===== src/design/tis_pkg.sv =====
package tis_pkg;

  localparam int ID_W  = 31;
  localparam int SEQ_W = 32;
  localparam int DLY_W = 32;
  localparam int ORD_W = 32;
  localparam int MAX_FIRES = 16;

  typedef logic [2:0] op_t;
  localparam op_t OP_SET    = 3'd0;
  localparam op_t OP_CLEAR  = 3'd1;
  localparam op_t OP_TICK   = 3'd2;
  localparam op_t OP_BEGIN  = 3'd3;
  localparam op_t OP_FINISH = 3'd4;

  typedef logic [2:0] kind_t;
  localparam kind_t K_SET    = 3'd0;
  localparam kind_t K_CLEAR  = 3'd1;
  localparam kind_t K_FIRE   = 3'd2;
  localparam kind_t K_BEGIN  = 3'd3;
  localparam kind_t K_FINISH = 3'd4;

  typedef logic [1:0] status_t;
  localparam status_t ST_OK       = 2'd0;
  localparam status_t ST_FULL     = 2'd1;
  localparam status_t ST_NOTFOUND = 2'd2;

  // next id: wraps past the top and never hands out zero
  function automatic logic [ID_W-1:0] id_inc(input logic [ID_W-1:0] x);
    logic [ID_W-1:0] n;
    n = x + 1'b1;
    if (n == '0) n = {{(ID_W-1){1'b0}}, 1'b1};
    return n;
  endfunction

endpackage


===== src/design/timeout_interval_scheduler.sv =====
// Timer table with set, clear, tick, begin-callback and finish-callback
// operations. One operation is a transfer on the in_ channel; its replies
// leave on the out_ channel, out_last marking the final reply of an input.
// in_stall stays high from acceptance until every reply has been taken, so
// one operation is in flight at a time.
// Entry payload lives in one RAM; valid and armed bits are flip-flops.
// Clear, begin and finish scan the table once, one entry per cycle, before
// their decision; each reply is taken once out_stall is low.
// Set repeats the scan for each id candidate already in use (at most
// NUM_TIMERS scans). Tick scans once per fired entry plus one closing scan
// unless the 16-fire cap is reached, firing at most 16 entries. A tick with
// nothing due and an unknown op produce no reply. A full table answers set
// right away, without a scan.
// While out_stall is high the reply holds and the block waits.
// Reset clears all entries, the time count, id, sequence and arm counters.
module timeout_interval_scheduler #(
  parameter int NUM_TIMERS = 16,
  parameter int TIME_BITS  = 48
) (
  input  logic                          clk,
  input  logic                          rst_n,
  input  logic                          in_valid,
  output logic                          in_stall,
  input  tis_pkg::op_t                  in_op,
  input  logic signed [31:0]            in_delay_ticks,
  input  logic                          in_repeat_flag,
  input  logic [30:0]                   in_timer_id,
  input  logic [31:0]                   in_sequence_tag,
  output logic                          out_valid,
  input  logic                          out_stall,
  output tis_pkg::kind_t                out_kind,
  output logic [30:0]                   out_result_id,
  output logic [31:0]                   out_result_sequence,
  output tis_pkg::status_t              out_status,
  output logic                          out_is_repeating,
  output logic                          out_last
);
  import tis_pkg::*;

  localparam int IDX_W = (NUM_TIMERS > 1) ? $clog2(NUM_TIMERS) : 1;
  localparam int CNT_W = $clog2(NUM_TIMERS + 1);
  localparam int INT_W = DLY_W - 1;
  localparam int FC_W  = $clog2(MAX_FIRES + 1);
  // RAM word layout
  localparam int O_ID  = 0;
  localparam int O_SEQ = O_ID + ID_W;
  localparam int O_PER = O_SEQ + SEQ_W;
  localparam int O_INT = O_PER + 1;
  localparam int O_ORD = O_INT + INT_W;
  localparam int O_DL  = O_ORD + ORD_W;
  localparam int W     = O_DL + TIME_BITS;
  localparam logic [TIME_BITS-1:0] TMAX = {TIME_BITS{1'b1}};

  typedef enum logic [2:0] {S_IDLE, S_SCAN, S_DECIDE, S_FLUSH, S_EMIT} state_t;

  state_t                 state_r, ret_r;
  logic [NUM_TIMERS-1:0]  valid_r, armed_r;
  logic [TIME_BITS-1:0]   time_r;
  logic [ID_W-1:0]        last_id_r, key_r;
  logic [SEQ_W-1:0]       last_seq_r, tag_r;
  logic [ORD_W-1:0]       arm_r;
  op_t                    op_r;
  logic [INT_W-1:0]       dly_r;
  logic                   rep_r;
  logic [IDX_W-1:0]       slot_r, pa_r, sel_idx_r;
  logic [CNT_W-1:0]       iss_r;
  logic                   rd_pend_r, sel_ok_r, pend_ok_r;
  logic [W-1:0]           sel_word_r;
  logic [ID_W-1:0]        pend_id_r;
  logic [SEQ_W-1:0]       pend_seq_r;
  logic                   pend_per_r;
  logic [FC_W-1:0]        fcnt_r;
  logic                   out_valid_r, out_rep_r, out_last_r;
  kind_t                  out_kind_r;
  logic [ID_W-1:0]        out_id_r;
  logic [SEQ_W-1:0]       out_seq_r;
  status_t                out_status_r;

  // RAM ports
  logic             rd_en, wr_en;
  logic [IDX_W-1:0] wr_addr;
  logic [W-1:0]     wr_data, rdata;

  tis_ram #(.WIDTH(W), .DEPTH(NUM_TIMERS)) u_ram (
    .clk   (clk),
    .we    (wr_en),
    .waddr (wr_addr),
    .wdata (wr_data),
    .raddr (iss_r[IDX_W-1:0]),
    .rdata (rdata)
  );

  // lowest free slot
  logic [IDX_W-1:0] free_idx;
  logic             full;
  always_comb begin
    free_idx = '0;
    for (int i = NUM_TIMERS - 1; i >= 0; i--) begin
      if (!valid_r[i]) free_idx = IDX_W'(i);
    end
  end
  assign full = &valid_r;

  // entry returning from the RAM
  logic [ID_W-1:0]      rd_id;
  logic [ORD_W-1:0]     rd_ord;
  logic [TIME_BITS-1:0] rd_dl, sel_dl;
  logic [ORD_W-1:0]     sel_ord;
  logic                 ev_valid, ev_match, ev_better;
  assign rd_id   = rdata[O_ID +: ID_W];
  assign rd_ord  = rdata[O_ORD +: ORD_W];
  assign rd_dl   = rdata[O_DL +: TIME_BITS];
  assign sel_dl  = sel_word_r[O_DL +: TIME_BITS];
  assign sel_ord = sel_word_r[O_ORD +: ORD_W];
  assign ev_valid = rd_pend_r && valid_r[pa_r];
  assign ev_match = ev_valid && (rd_id == key_r);
  assign ev_better = ev_valid && armed_r[pa_r] && (rd_dl <= time_r) &&
                     (!sel_ok_r || (rd_dl < sel_dl) ||
                      ((rd_dl == sel_dl) && (rd_ord < sel_ord)));

  assign rd_en = (state_r == S_SCAN) && (iss_r < CNT_W'(NUM_TIMERS));

  // saturating deadlines
  logic [TIME_BITS:0]   set_sum, fin_sum;
  logic [TIME_BITS-1:0] set_dl, fin_dl;
  logic [SEQ_W-1:0]     next_seq;
  logic                 sel_per, chk_ok;
  assign set_sum  = {1'b0, time_r} + {{(TIME_BITS + 1 - INT_W){1'b0}}, dly_r};
  assign set_dl   = set_sum[TIME_BITS] ? TMAX : set_sum[TIME_BITS-1:0];
  assign fin_sum  = {1'b0, sel_dl} +
                    {{(TIME_BITS + 1 - INT_W){1'b0}}, sel_word_r[O_INT +: INT_W]};
  always_comb begin
    fin_dl = fin_sum[TIME_BITS] ? TMAX : fin_sum[TIME_BITS-1:0];
    if (fin_dl < time_r) fin_dl = time_r;
  end
  assign next_seq = last_seq_r + 1'b1;
  assign sel_per  = sel_word_r[O_PER];
  assign chk_ok   = sel_ok_r && (sel_word_r[O_SEQ +: SEQ_W] == tag_r);

  // write-back decisions
  always_comb begin
    wr_en   = 1'b0;
    wr_addr = slot_r;
    wr_data = sel_word_r;
    if (state_r == S_DECIDE) begin
      if (op_r == OP_SET && !sel_ok_r) begin
        wr_en   = 1'b1;
        wr_data = {set_dl, arm_r, dly_r, rep_r, next_seq, key_r};
      end else if (op_r == OP_FINISH && chk_ok && sel_per && !armed_r[sel_idx_r]) begin
        wr_en   = 1'b1;
        wr_addr = sel_idx_r;
        wr_data = {fin_dl, arm_r, sel_word_r[O_ORD-1:0]};
      end
    end
  end

  assign in_stall            = (state_r != S_IDLE);
  assign out_valid           = out_valid_r;
  assign out_kind            = out_kind_r;
  assign out_result_id       = out_id_r;
  assign out_result_sequence = out_seq_r;
  assign out_status          = out_status_r;
  assign out_is_repeating    = out_rep_r;
  assign out_last            = out_last_r;

  // sequencer
  always_ff @(posedge clk) begin
    if (!rst_n) begin
      state_r     <= S_IDLE;
      ret_r       <= S_IDLE;
      valid_r     <= '0;
      armed_r     <= '0;
      time_r      <= '0;
      last_id_r   <= '0;
      last_seq_r  <= '0;
      arm_r       <= '0;
      rd_pend_r   <= 1'b0;
      sel_ok_r    <= 1'b0;
      pend_ok_r   <= 1'b0;
      out_valid_r <= 1'b0;
      iss_r       <= '0;
      fcnt_r      <= '0;
    end else begin
      rd_pend_r <= rd_en;
      pa_r      <= iss_r[IDX_W-1:0];
      unique case (state_r)
        S_IDLE: begin
          if (in_valid) begin
            op_r      <= in_op;
            dly_r     <= in_delay_ticks[31] ? '0 : in_delay_ticks[INT_W-1:0];
            rep_r     <= in_repeat_flag;
            tag_r     <= in_sequence_tag;
            // set searches from the next id, the others look up the given id
            key_r     <= (in_op == OP_SET) ? id_inc(last_id_r) : in_timer_id;
            iss_r     <= '0;
            sel_ok_r  <= 1'b0;
            pend_ok_r <= 1'b0;
            fcnt_r    <= '0;
            case (in_op)
              OP_SET: begin
                if (full) begin
                  out_kind_r   <= K_SET;
                  out_id_r     <= '0;
                  out_seq_r    <= '0;
                  out_status_r <= ST_FULL;
                  out_rep_r    <= 1'b0;
                  out_last_r   <= 1'b1;
                  out_valid_r  <= 1'b1;
                  ret_r        <= S_IDLE;
                  state_r      <= S_EMIT;
                end else begin
                  slot_r  <= free_idx;
                  state_r <= S_SCAN;
                end
              end
              OP_CLEAR, OP_BEGIN, OP_FINISH: state_r <= S_SCAN;
              OP_TICK: begin
                if (time_r != TMAX) time_r <= time_r + 1'b1;
                state_r <= S_SCAN;
              end
              default: state_r <= S_IDLE;
            endcase
          end
        end

        S_SCAN: begin
          if (rd_en) iss_r <= iss_r + 1'b1;
          if (op_r == OP_TICK ? ev_better : ev_match) begin
            sel_ok_r   <= 1'b1;
            sel_idx_r  <= pa_r;
            sel_word_r <= rdata;
          end
          if (rd_pend_r && pa_r == IDX_W'(NUM_TIMERS - 1)) state_r <= S_DECIDE;
        end

        S_DECIDE: begin
          case (op_r)
            OP_SET: begin
              if (sel_ok_r) begin
                // candidate id in use: try the next one
                key_r    <= id_inc(key_r);
                iss_r    <= '0;
                sel_ok_r <= 1'b0;
                state_r  <= S_SCAN;
              end else begin
                valid_r[slot_r] <= 1'b1;
                armed_r[slot_r] <= 1'b1;
                last_id_r       <= key_r;
                last_seq_r      <= next_seq;
                arm_r           <= arm_r + 1'b1;
                out_kind_r      <= K_SET;
                out_id_r        <= key_r;
                out_seq_r       <= next_seq;
                out_status_r    <= ST_OK;
                out_rep_r       <= rep_r;
                out_last_r      <= 1'b1;
                out_valid_r     <= 1'b1;
                ret_r           <= S_IDLE;
                state_r         <= S_EMIT;
              end
            end
            OP_CLEAR: begin
              out_kind_r   <= K_CLEAR;
              out_id_r     <= key_r;
              out_seq_r    <= sel_ok_r ? sel_word_r[O_SEQ +: SEQ_W] : '0;
              out_status_r <= sel_ok_r ? ST_OK : ST_NOTFOUND;
              out_rep_r    <= sel_ok_r && sel_per;
              out_last_r   <= 1'b1;
              out_valid_r  <= 1'b1;
              if (sel_ok_r) begin
                valid_r[sel_idx_r] <= 1'b0;
                armed_r[sel_idx_r] <= 1'b0;
              end
              ret_r   <= S_IDLE;
              state_r <= S_EMIT;
            end
            OP_BEGIN, OP_FINISH: begin
              out_kind_r   <= (op_r == OP_BEGIN) ? K_BEGIN : K_FINISH;
              out_id_r     <= key_r;
              out_seq_r    <= tag_r;
              out_status_r <= chk_ok ? ST_OK : ST_NOTFOUND;
              out_rep_r    <= chk_ok && sel_per;
              out_last_r   <= 1'b1;
              out_valid_r  <= 1'b1;
              if (op_r == OP_BEGIN && chk_ok && !sel_per) begin
                valid_r[sel_idx_r] <= 1'b0;
                armed_r[sel_idx_r] <= 1'b0;
              end
              if (op_r == OP_FINISH && chk_ok && sel_per && !armed_r[sel_idx_r]) begin
                armed_r[sel_idx_r] <= 1'b1;
                arm_r              <= arm_r + 1'b1;
              end
              ret_r   <= S_IDLE;
              state_r <= S_EMIT;
            end
            OP_TICK: begin
              // a fire is held back one round so its last flag is known
              out_kind_r   <= K_FIRE;
              out_id_r     <= pend_id_r;
              out_seq_r    <= pend_seq_r;
              out_status_r <= ST_OK;
              out_rep_r    <= pend_per_r;
              if (!sel_ok_r) begin
                out_last_r  <= 1'b1;
                out_valid_r <= pend_ok_r;
                pend_ok_r   <= 1'b0;
                ret_r       <= S_IDLE;
                state_r     <= pend_ok_r ? S_EMIT : S_IDLE;
              end else begin
                armed_r[sel_idx_r] <= 1'b0;
                fcnt_r     <= fcnt_r + 1'b1;
                pend_ok_r  <= 1'b1;
                pend_id_r  <= sel_word_r[O_ID +: ID_W];
                pend_seq_r <= sel_word_r[O_SEQ +: SEQ_W];
                pend_per_r <= sel_per;
                out_last_r <= 1'b0;
                out_valid_r <= pend_ok_r;
                iss_r      <= '0;
                sel_ok_r   <= 1'b0;
                if (fcnt_r == FC_W'(MAX_FIRES - 1)) begin
                  ret_r   <= S_FLUSH;
                  state_r <= pend_ok_r ? S_EMIT : S_FLUSH;
                end else begin
                  ret_r   <= S_SCAN;
                  state_r <= pend_ok_r ? S_EMIT : S_SCAN;
                end
              end
            end
            default: state_r <= S_IDLE;
          endcase
        end

        S_FLUSH: begin
          out_kind_r   <= K_FIRE;
          out_id_r     <= pend_id_r;
          out_seq_r    <= pend_seq_r;
          out_status_r <= ST_OK;
          out_rep_r    <= pend_per_r;
          out_last_r   <= 1'b1;
          out_valid_r  <= 1'b1;
          pend_ok_r    <= 1'b0;
          ret_r        <= S_IDLE;
          state_r      <= S_EMIT;
        end

        S_EMIT: begin
          if (!out_stall) begin
            out_valid_r <= 1'b0;
            iss_r       <= '0;
            sel_ok_r    <= 1'b0;
            state_r     <= ret_r;
          end
        end

        default: state_r <= S_IDLE;
      endcase
    end
  end

endmodule


===== src/design/tis_ram.sv =====
module tis_ram #(
  parameter int WIDTH = 8,
  parameter int DEPTH = 16
) (
  input  logic                                  clk,
  input  logic                                  we,
  input  logic [((DEPTH > 1) ? $clog2(DEPTH) : 1)-1:0] waddr,
  input  logic [WIDTH-1:0]                      wdata,
  input  logic [((DEPTH > 1) ? $clog2(DEPTH) : 1)-1:0] raddr,
  output logic [WIDTH-1:0]                      rdata
);

  logic [WIDTH-1:0] mem [DEPTH];

  // one write port, registered read port
  always_ff @(posedge clk) begin
    if (we) mem[waddr] <= wdata;
    rdata <= mem[raddr];
  end

endmodule

===== config.mk =====
export PLATFORM = sky130hd
export DESIGN_NAME = timeout_interval_scheduler
export DESIGN_NICKNAME = d
export VERILOG_FILES = /design/src/design/tis_pkg.sv /design/src/design/timeout_interval_scheduler.sv /design/src/design/tis_ram.sv
export SDC_FILE = /design/constraint.sdc
export NUM_CORES = 2
export LEC_CHECK = 0
export BUFFER_PORTS_ARGS = -buffer_cell sky130_fd_sc_hd__buf_4
export CAP_MARGIN = 20
export CORE_ASPECT_RATIO = 0.75
export CORE_MARGIN = 2
export CORE_UTILIZATION = 30
export CTS_CLUSTER_SIZE = 8
export DETAILED_ROUTE_END_ITERATION = 6
export MAX_ROUTING_LAYER = met4
export SETUP_SLACK_MARGIN = 0.5
export SLEW_MARGIN = 5
export SYNTH_ARGS = -nofsm -noshare
export SYNTH_HDL_FRONTEND = slang
export SYNTH_SLANG_ARGS = --single-unit

===== constraint.sdc =====
create_clock -name clk -period 34.3 [get_ports clk]
set_input_delay 5.145 -clock clk [delete_from_list [all_inputs] [get_ports clk]]
set_output_delay 5.145 -clock clk [all_outputs]
set_load 0.1 [all_outputs]

======== Word level (Yosys, flattened, before mapping) ========
Memories as Yosys holds them, arrays and structs flattened. A register that Yosys moved wholly into a read port is not among the register bits.
Index checks and enable logic that the tools add are counted.
storage, ports and cells
  memories ................................ 1
  output and inout bits ................... 72
  memory bits (writable) .................. 2,800
  word-level logic and storage cells ...... 304
  register bits after elaboration ......... 614
  input bits .............................. 103
operators by class
  eq/ne operators ......................... 37
  bitwise logic cells ..................... 8
  reductions and logical operators ........ 65
  add/sub/neg operators ................... 9
  $lt $le $gt $ge ......................... 10
  muxes and demuxes ....................... 139
memories
  memory     words  width  rd ports  clocked after Yosys merged registers in  write ports  RTL line       source
  u_ram.mem  16     175    1         1                                        1            tis_ram.sv:13  logic [WIDTH-1:0] mem [DEPTH];
operators with widths
  cell                                           number
  two-way mux 175 bit                            3
  two-way mux 31 bit                             10
  two-way mux 32 bit                             7
  one-hot mux 31 bit (3 select lines)            2
  two-way mux 16 bit                             10
  two-way mux 48 bit                             3
  one-hot mux 32 bit (4 select lines)            1
  adder 48 x 31 -> 49 bit                        2
  < comparator 48 bit                            2
  one-hot mux 16 bit (3 select lines)            2
  one-hot mux 32 bit (3 select lines)            1
  adder 32 x 1 -> 32 bit, second input constant  2
  one-hot mux 32 bit (2 select lines)            1
  adder 31 x 1 -> 31 bit, second input constant  2
  zero test 31 bit                               2
  one-hot mux 31 bit (2 select lines)            1
  two-way mux 3 bit                              19
  adder 48 x 1 -> 48 bit, second input constant  1
  == test 48 bit                                 1
  <= comparator 48 bit                           1
  != test 48 bit, second input constant          1
  bitwise OR 16 bit                              3
  two-way mux 4 bit                              11
  one-hot mux 3 bit (3 select lines)             4
  other kinds (52)                               176

======== Logic depth before layout (Yosys ltp) ========
  depth after elaboration ................. 15
  mapped depth ............................ 25
  depth with buffers taken out ............ 21

======== Modules after synthesis ========
From an unflattened synthesis, not the netlist that was laid out.
unflattened totals
  cell total of the unflattened synthesis .. 8,749
  area, all modules ....................... 146,654.4 sq um
by module, submodules not included
  module                      times used  seq. area each (sq um)  cells an instance  area each (sq um)
  tis_ram                     1           87,584.0                4,573              108,733.0
  timeout_interval_scheduler  1           16,465.8                4,176              37,921.4

======== Least setup slack after synthesis ========
Ideal clock, no wire load.
  path kind ............................... input port to flip-flop
  start ................................... input port rst_n
  end ..................................... register sel_idx_r[0], enable pin
  data arrival time ....................... 14.079 ns
  buffers on the path ..................... 1
  stages .................................. 3
  path slack .............................. 19.444 ns
  library setup time ...................... 0.777 ns
  required time ........................... 33.523 ns
  cells stage by stage .................... clkbuf_1 nand2_1 a21oi_1
between the ends
  cells in the longest elaborated chain, start to end .. 1
RTL lines
  element                               RTL line                           source
  start, declared                       timeout_interval_scheduler.sv:21   input logic rst_n,
  AND reduction 3 bit (no source line)  -
  end signal, assigned                  timeout_interval_scheduler.sv:230  sel_idx_r <= pa_r;
  end, declared                         timeout_interval_scheduler.sv:65   logic [IDX_W-1:0] slot_r, pa_r, sel_idx_r;
Every way passes these cells.
A chain may end at the register's enable or synchronous reset.

======== Worst setup path in the final report ========
  start ................................... register sel_word_r[127]
  end ..................................... memory u_ram.mem[3][153] in the netlist's numbering, data pin
between the ends
  cells in the longest elaborated chain, start to end .. 7
RTL lines
  element                    RTL line                           source
  start, declared            timeout_interval_scheduler.sv:68   logic [W-1:0] sel_word_r;
  start signal, assigned     timeout_interval_scheduler.sv:231  sel_word_r <= rdata;
  adder 48 x 31 -> 49 bit *  timeout_interval_scheduler.sv:130  assign fin_sum = {1'b0, sel_dl} +
  two-way mux 48 bit *       timeout_interval_scheduler.sv:133  fin_dl = fin_sum[TIME_BITS] ? TMAX : fin_sum[TIME_BITS-1:0];
  < comparator 48 bit        timeout_interval_scheduler.sv:134  if (fin_dl < time_r) fin_dl = time_r;
  two-way mux 48 bit *       timeout_interval_scheduler.sv:134
  two-way mux 175 bit *      timeout_interval_scheduler.sv:149  end else if (op_r == OP_FINISH && chk_ok && sel_per && !armed_r[sel_idx_r]) begin
  two-way mux 175 bit *      timeout_interval_scheduler.sv:146  if (op_r == OP_SET && !sel_ok_r) begin
  two-way mux 175 bit *      timeout_interval_scheduler.sv:145  if (state_r == S_DECIDE) begin
  via u_ram.wdata[153]       tis_ram.sv:8                       input logic [WIDTH-1:0] wdata,
  end, declared              tis_ram.sv:13
The timed path passes the listed nets; every way through them passes the cells marked *.

==> impl_metrics.json <==
{
  "peakVddDrop_v": 0.0000484,
  "worstSetupEndpointType": "register",
  "power_frac_comb_pct": 3.8,
  "gp_congestion": 0.925,
  "finalSetupTns_ns": 0,
  "synth.area.top_cells": "edfxtp_1 (66%), mux4_2 (14%), dfxtp_1 (5.1%), ha_1 (2.1%), nand2_1 (1.4%)",
  "crit_arrival_ns": 9.74,
  "worstPathMaxFanout": 32,
  "post_drt_wl_per_cell_um": 25.3,
  "highest_layer": "met4",
  "postPlaceCellArea_um2": 156000,
  "overflow": 0,
  "startpoint_type": "register",
  "grt_pass1_wl_mm": 574,
  "synth-edff-count": 3219,
  "ios": 175,
  "synth_warnings": 0,
  "die_x_um": 810,
  "final_area_um2": 172000,
  "port_buffers": 174,
  "synth_top_area_share_pct": 66.1,
  "start_util_pct": 30.1,
  "vias": 80900,
  "wl_met3_mm": 28.6,
  "final_cells": 15600,
  "dr.pass1.iters": 7,
  "avgSynthCellArea_um2": 17.8,
  "p_int_mw": 7.83,
  "syn-num-nets": 8544,
  "insertion_delay_ns": 1.03,
  "hpwl_mm": 227,
  "die_area_um2": 493000,
  "finalCriticalPeriod_ns": 9.11,
  "path_clk_slew_ns": 0.05,
  "netlist_area_um2": 146000,
  "clock-root-buffer": "clkbuf_16",
  "dr.first_iter.drc_count": 9419,
  "final_max_slew_viol_count": 0,
  "power_density_nw_per_um2": 58.1,
  "cts_sinks": 3588,
  "cts_max_level": 6,
  "core_um2": 486000,
  "leakage_nw": 54.0,
  "seq_area_um2": 104000,
  "antenna_found_initial": 9,
  "final.period_utilization_pct": 26.5,
  "synth_cell_type_count": 91,
  "swShare_pct": 21.7,
  "power.switching_mw": 2.17,
  "yosysSeqAreaShare_pct": 71.2,
  "multiInputGateArea_um2": 40200,
  "antenna_left": 0,
  "fillers": 44900,
  "area_growth_syn_to_layout_pct": 17.7,
  "holdBufCountCts": 0,
  "max_stage_delay_ns": 0.99,
  "grt_pass1_vias": 81800,
  "cts_buffers": 522,
  "clockBufferDepth": 4,
  "place_inst": 14700,
  "finalHoldViolCount": 0,
  "synth_ff_type": "edfxtp_1",
  "cts_resized": 0,
  "vias_per_cell": 5.18,
  "layout.nets": 9076,
  "setup_violations": 0,
  "cts_tree": "yes",
  "status": "finished, final reports clean",
  "wl_mm": 395,
  "async_flop_share_pct": 0,
  "path_buf_inv": 4,
  "drc": 0,
  "relSlewSlack_pct": 21.9,
  "seq_power_share_pct": 48.0,
  "drive_gt1_share_pct": 21.7,
  "wl_met1_mm": 175,
  "grt_max_degree": 119,
  "hold_ws_ns": 0.390,
  "synth_area_leader_cell": "edfxtp_1",
  "cap_violations": 0,
  "rows": 222,
  "routed-wl-met2_mm": 181,
  "crit_top_cell": "buf_4",
  "chipHeight_um": 609,
  "critPathRequiredTime_ns": 34.93,
  "worst_slew_pin_slew_ns": 1.17,
  "p_clk_share_pct": 48.2,
  "synth-seq-cells": 3588,
  "path_cells": "ha_1, fa_1, nand3_1, a21oi_1, o311ai_0, and3_1, o31a_1, a21o_1, buf_4, o21ai_0, ha_1, nand2_1, a21oi_1, a221o_1, a2111oi_0, buf_2, o221ai_1, and4b_1, buf_4, and2_1, buf_4, o311ai_0, a22oi_1",
  "worst_path_max_delay_cell": "a22oi_1",
  "postCtsSetupBuffers": 0,
  "fin_skew_ns": 0.0618,
  "critPathTopFamily": "compound AO/OA/AOI/OAI gates",
  "syn_inst": 8195,
  "grtUsageTotal_pct": 15.9,
  "hp-class": "register to register",
  "rsz0062_at_grt": "false",
  "crit_type": "register to register",
  "max_freq_ghz": 0.110
}
==> placed cells by master (no fill, tap or decap), types with 28 or more instances in the layout <==
cell	count
nor2_1	278
mux4_2	888
nand3_1	168
nor2b_1	60
xor2_1	108
a222oi_1	32
o21a_1	31
a22o_1	62
ha_1	244
buf_4	397
clkbuf_1	326
and4_1	29
o21ai_0	316
o211ai_1	31
nand4_1	123
dfxtp_1	365
a21o_1	52
edfxtp_1	3219
a211oi_1	28
a21oi_1	261
clkbuf_16	528
xnor2_1	204
nand2_1	550
a31oi_1	39
and3_1	53
inv_1	169
and2_1	40
nor3_1	58
==> registers in the layout, summed over array words and instances, names as in the netlist, 32 cells and up <==
name / flops
pend_seq_r: 32
time_r: 48
u_ram.mem: 2800
arm_r: 32
sel_word_r: 175
last_seq_r: 32
out_result_sequence: 32
tag_r: 32
u_ram.rdata: 175
==> area by class of cell <==
| type | count | share of cell area [%] |
|---|---|---|
| Antenna cell | 5 | 0.00727 |
| Timing Repair Buffer | 428 | 2.02 |
| Sequential cell | 3588 | 60.5 |
| Clock inverter | 60 | 0.659 |
| Multi-Input combinational cell | 4017 | 23.3 |
| Tap cell | 6496 | 4.72 |
| Clock buffer | 856 | 8.40 |
| Inverter | 170 | 0.374 |
==> layer usage <==
metal / vias up / GRT usage (%)
met1: 42600 / 22.4
met3: 625 / 2.59
li1: 34200 / -
met2: 3407 / 24.0
met5: - / -
met4: 0 / 4.40
==> synthesized netlist by cell type (all sizes together) (24+ instances only) <==
cell and n:
edfxtp 3219, mux4 890, nand2 552, dfxtp 369
o21ai 322, clkbuf 319, nor2 301, a21oi 262
ha 244, xnor2 205, inv 170, nand3 168
nand4 123, xor2 108, buf 101, a22o 62
nor3 61, nor2b 60, and3 53, a21o 52
and2 42, a31oi 39, a222oi 32, o21a 32
o211ai 31, and4 30, a211oi 29, nor4 27
or3 26, o221ai 24
==> power groups by stage <==
stage                     clock network, mW  registers (mW)  logic, mW
after floorplan                           0            4.88      0.265
after global placement                    0            4.88      0.379
after detailed placement                  0            4.88      0.384
after CTS                              4.92            4.79      0.385
after global routing                   5.11            4.79      0.410
final                                  4.82            4.79      0.382
==> metrics by stage <==
step	power, mW	setup WS [ns]	util (%)
2_1_floorplan	5.14	19.44	-
3_3_place_gp	5.25	24.76	32.1
3_5_place_dp	5.26	25.27	32.1
4_1_cts	10.1	25.25	35.3
5_1_grt	10.3	24.46	35.4
6_report	10.0	25.19	35.4
==> path summary, 6_finish.rpt <==
path | start | end | slack, ns | depth (start not counted)
worst max register to register | sel_word_r[127]$_DFFE_PP_ | u_ram.mem[3][153]$_DFFE_PP_ | 25.19 | 23
worst min register to register | u_ram.rdata[58]$_DFF_P_ | sel_word_r[58]$_DFFE_PP_ | 0.39 | 0
worst max-delay path | sel_word_r[127]$_DFFE_PP_ | u_ram.mem[3][153]$_DFFE_PP_ | 25.19 | 23
worst min-delay path | u_ram.rdata[58]$_DFF_P_ | sel_word_r[58]$_DFFE_PP_ | 0.39 | 0
==> cells by family after synthesis <==
kind of cell	synth area share [%]
xor gates and xnor gates	1.87
DFF	71.2
and+or+nand+nor	4.93
adders and majority gates	2.12
buffers and inverters	1.54
muxes	13.9
AOI/OAI and AO/OA	4.51
No activity file was read; power rests on OpenSTA's default activity.
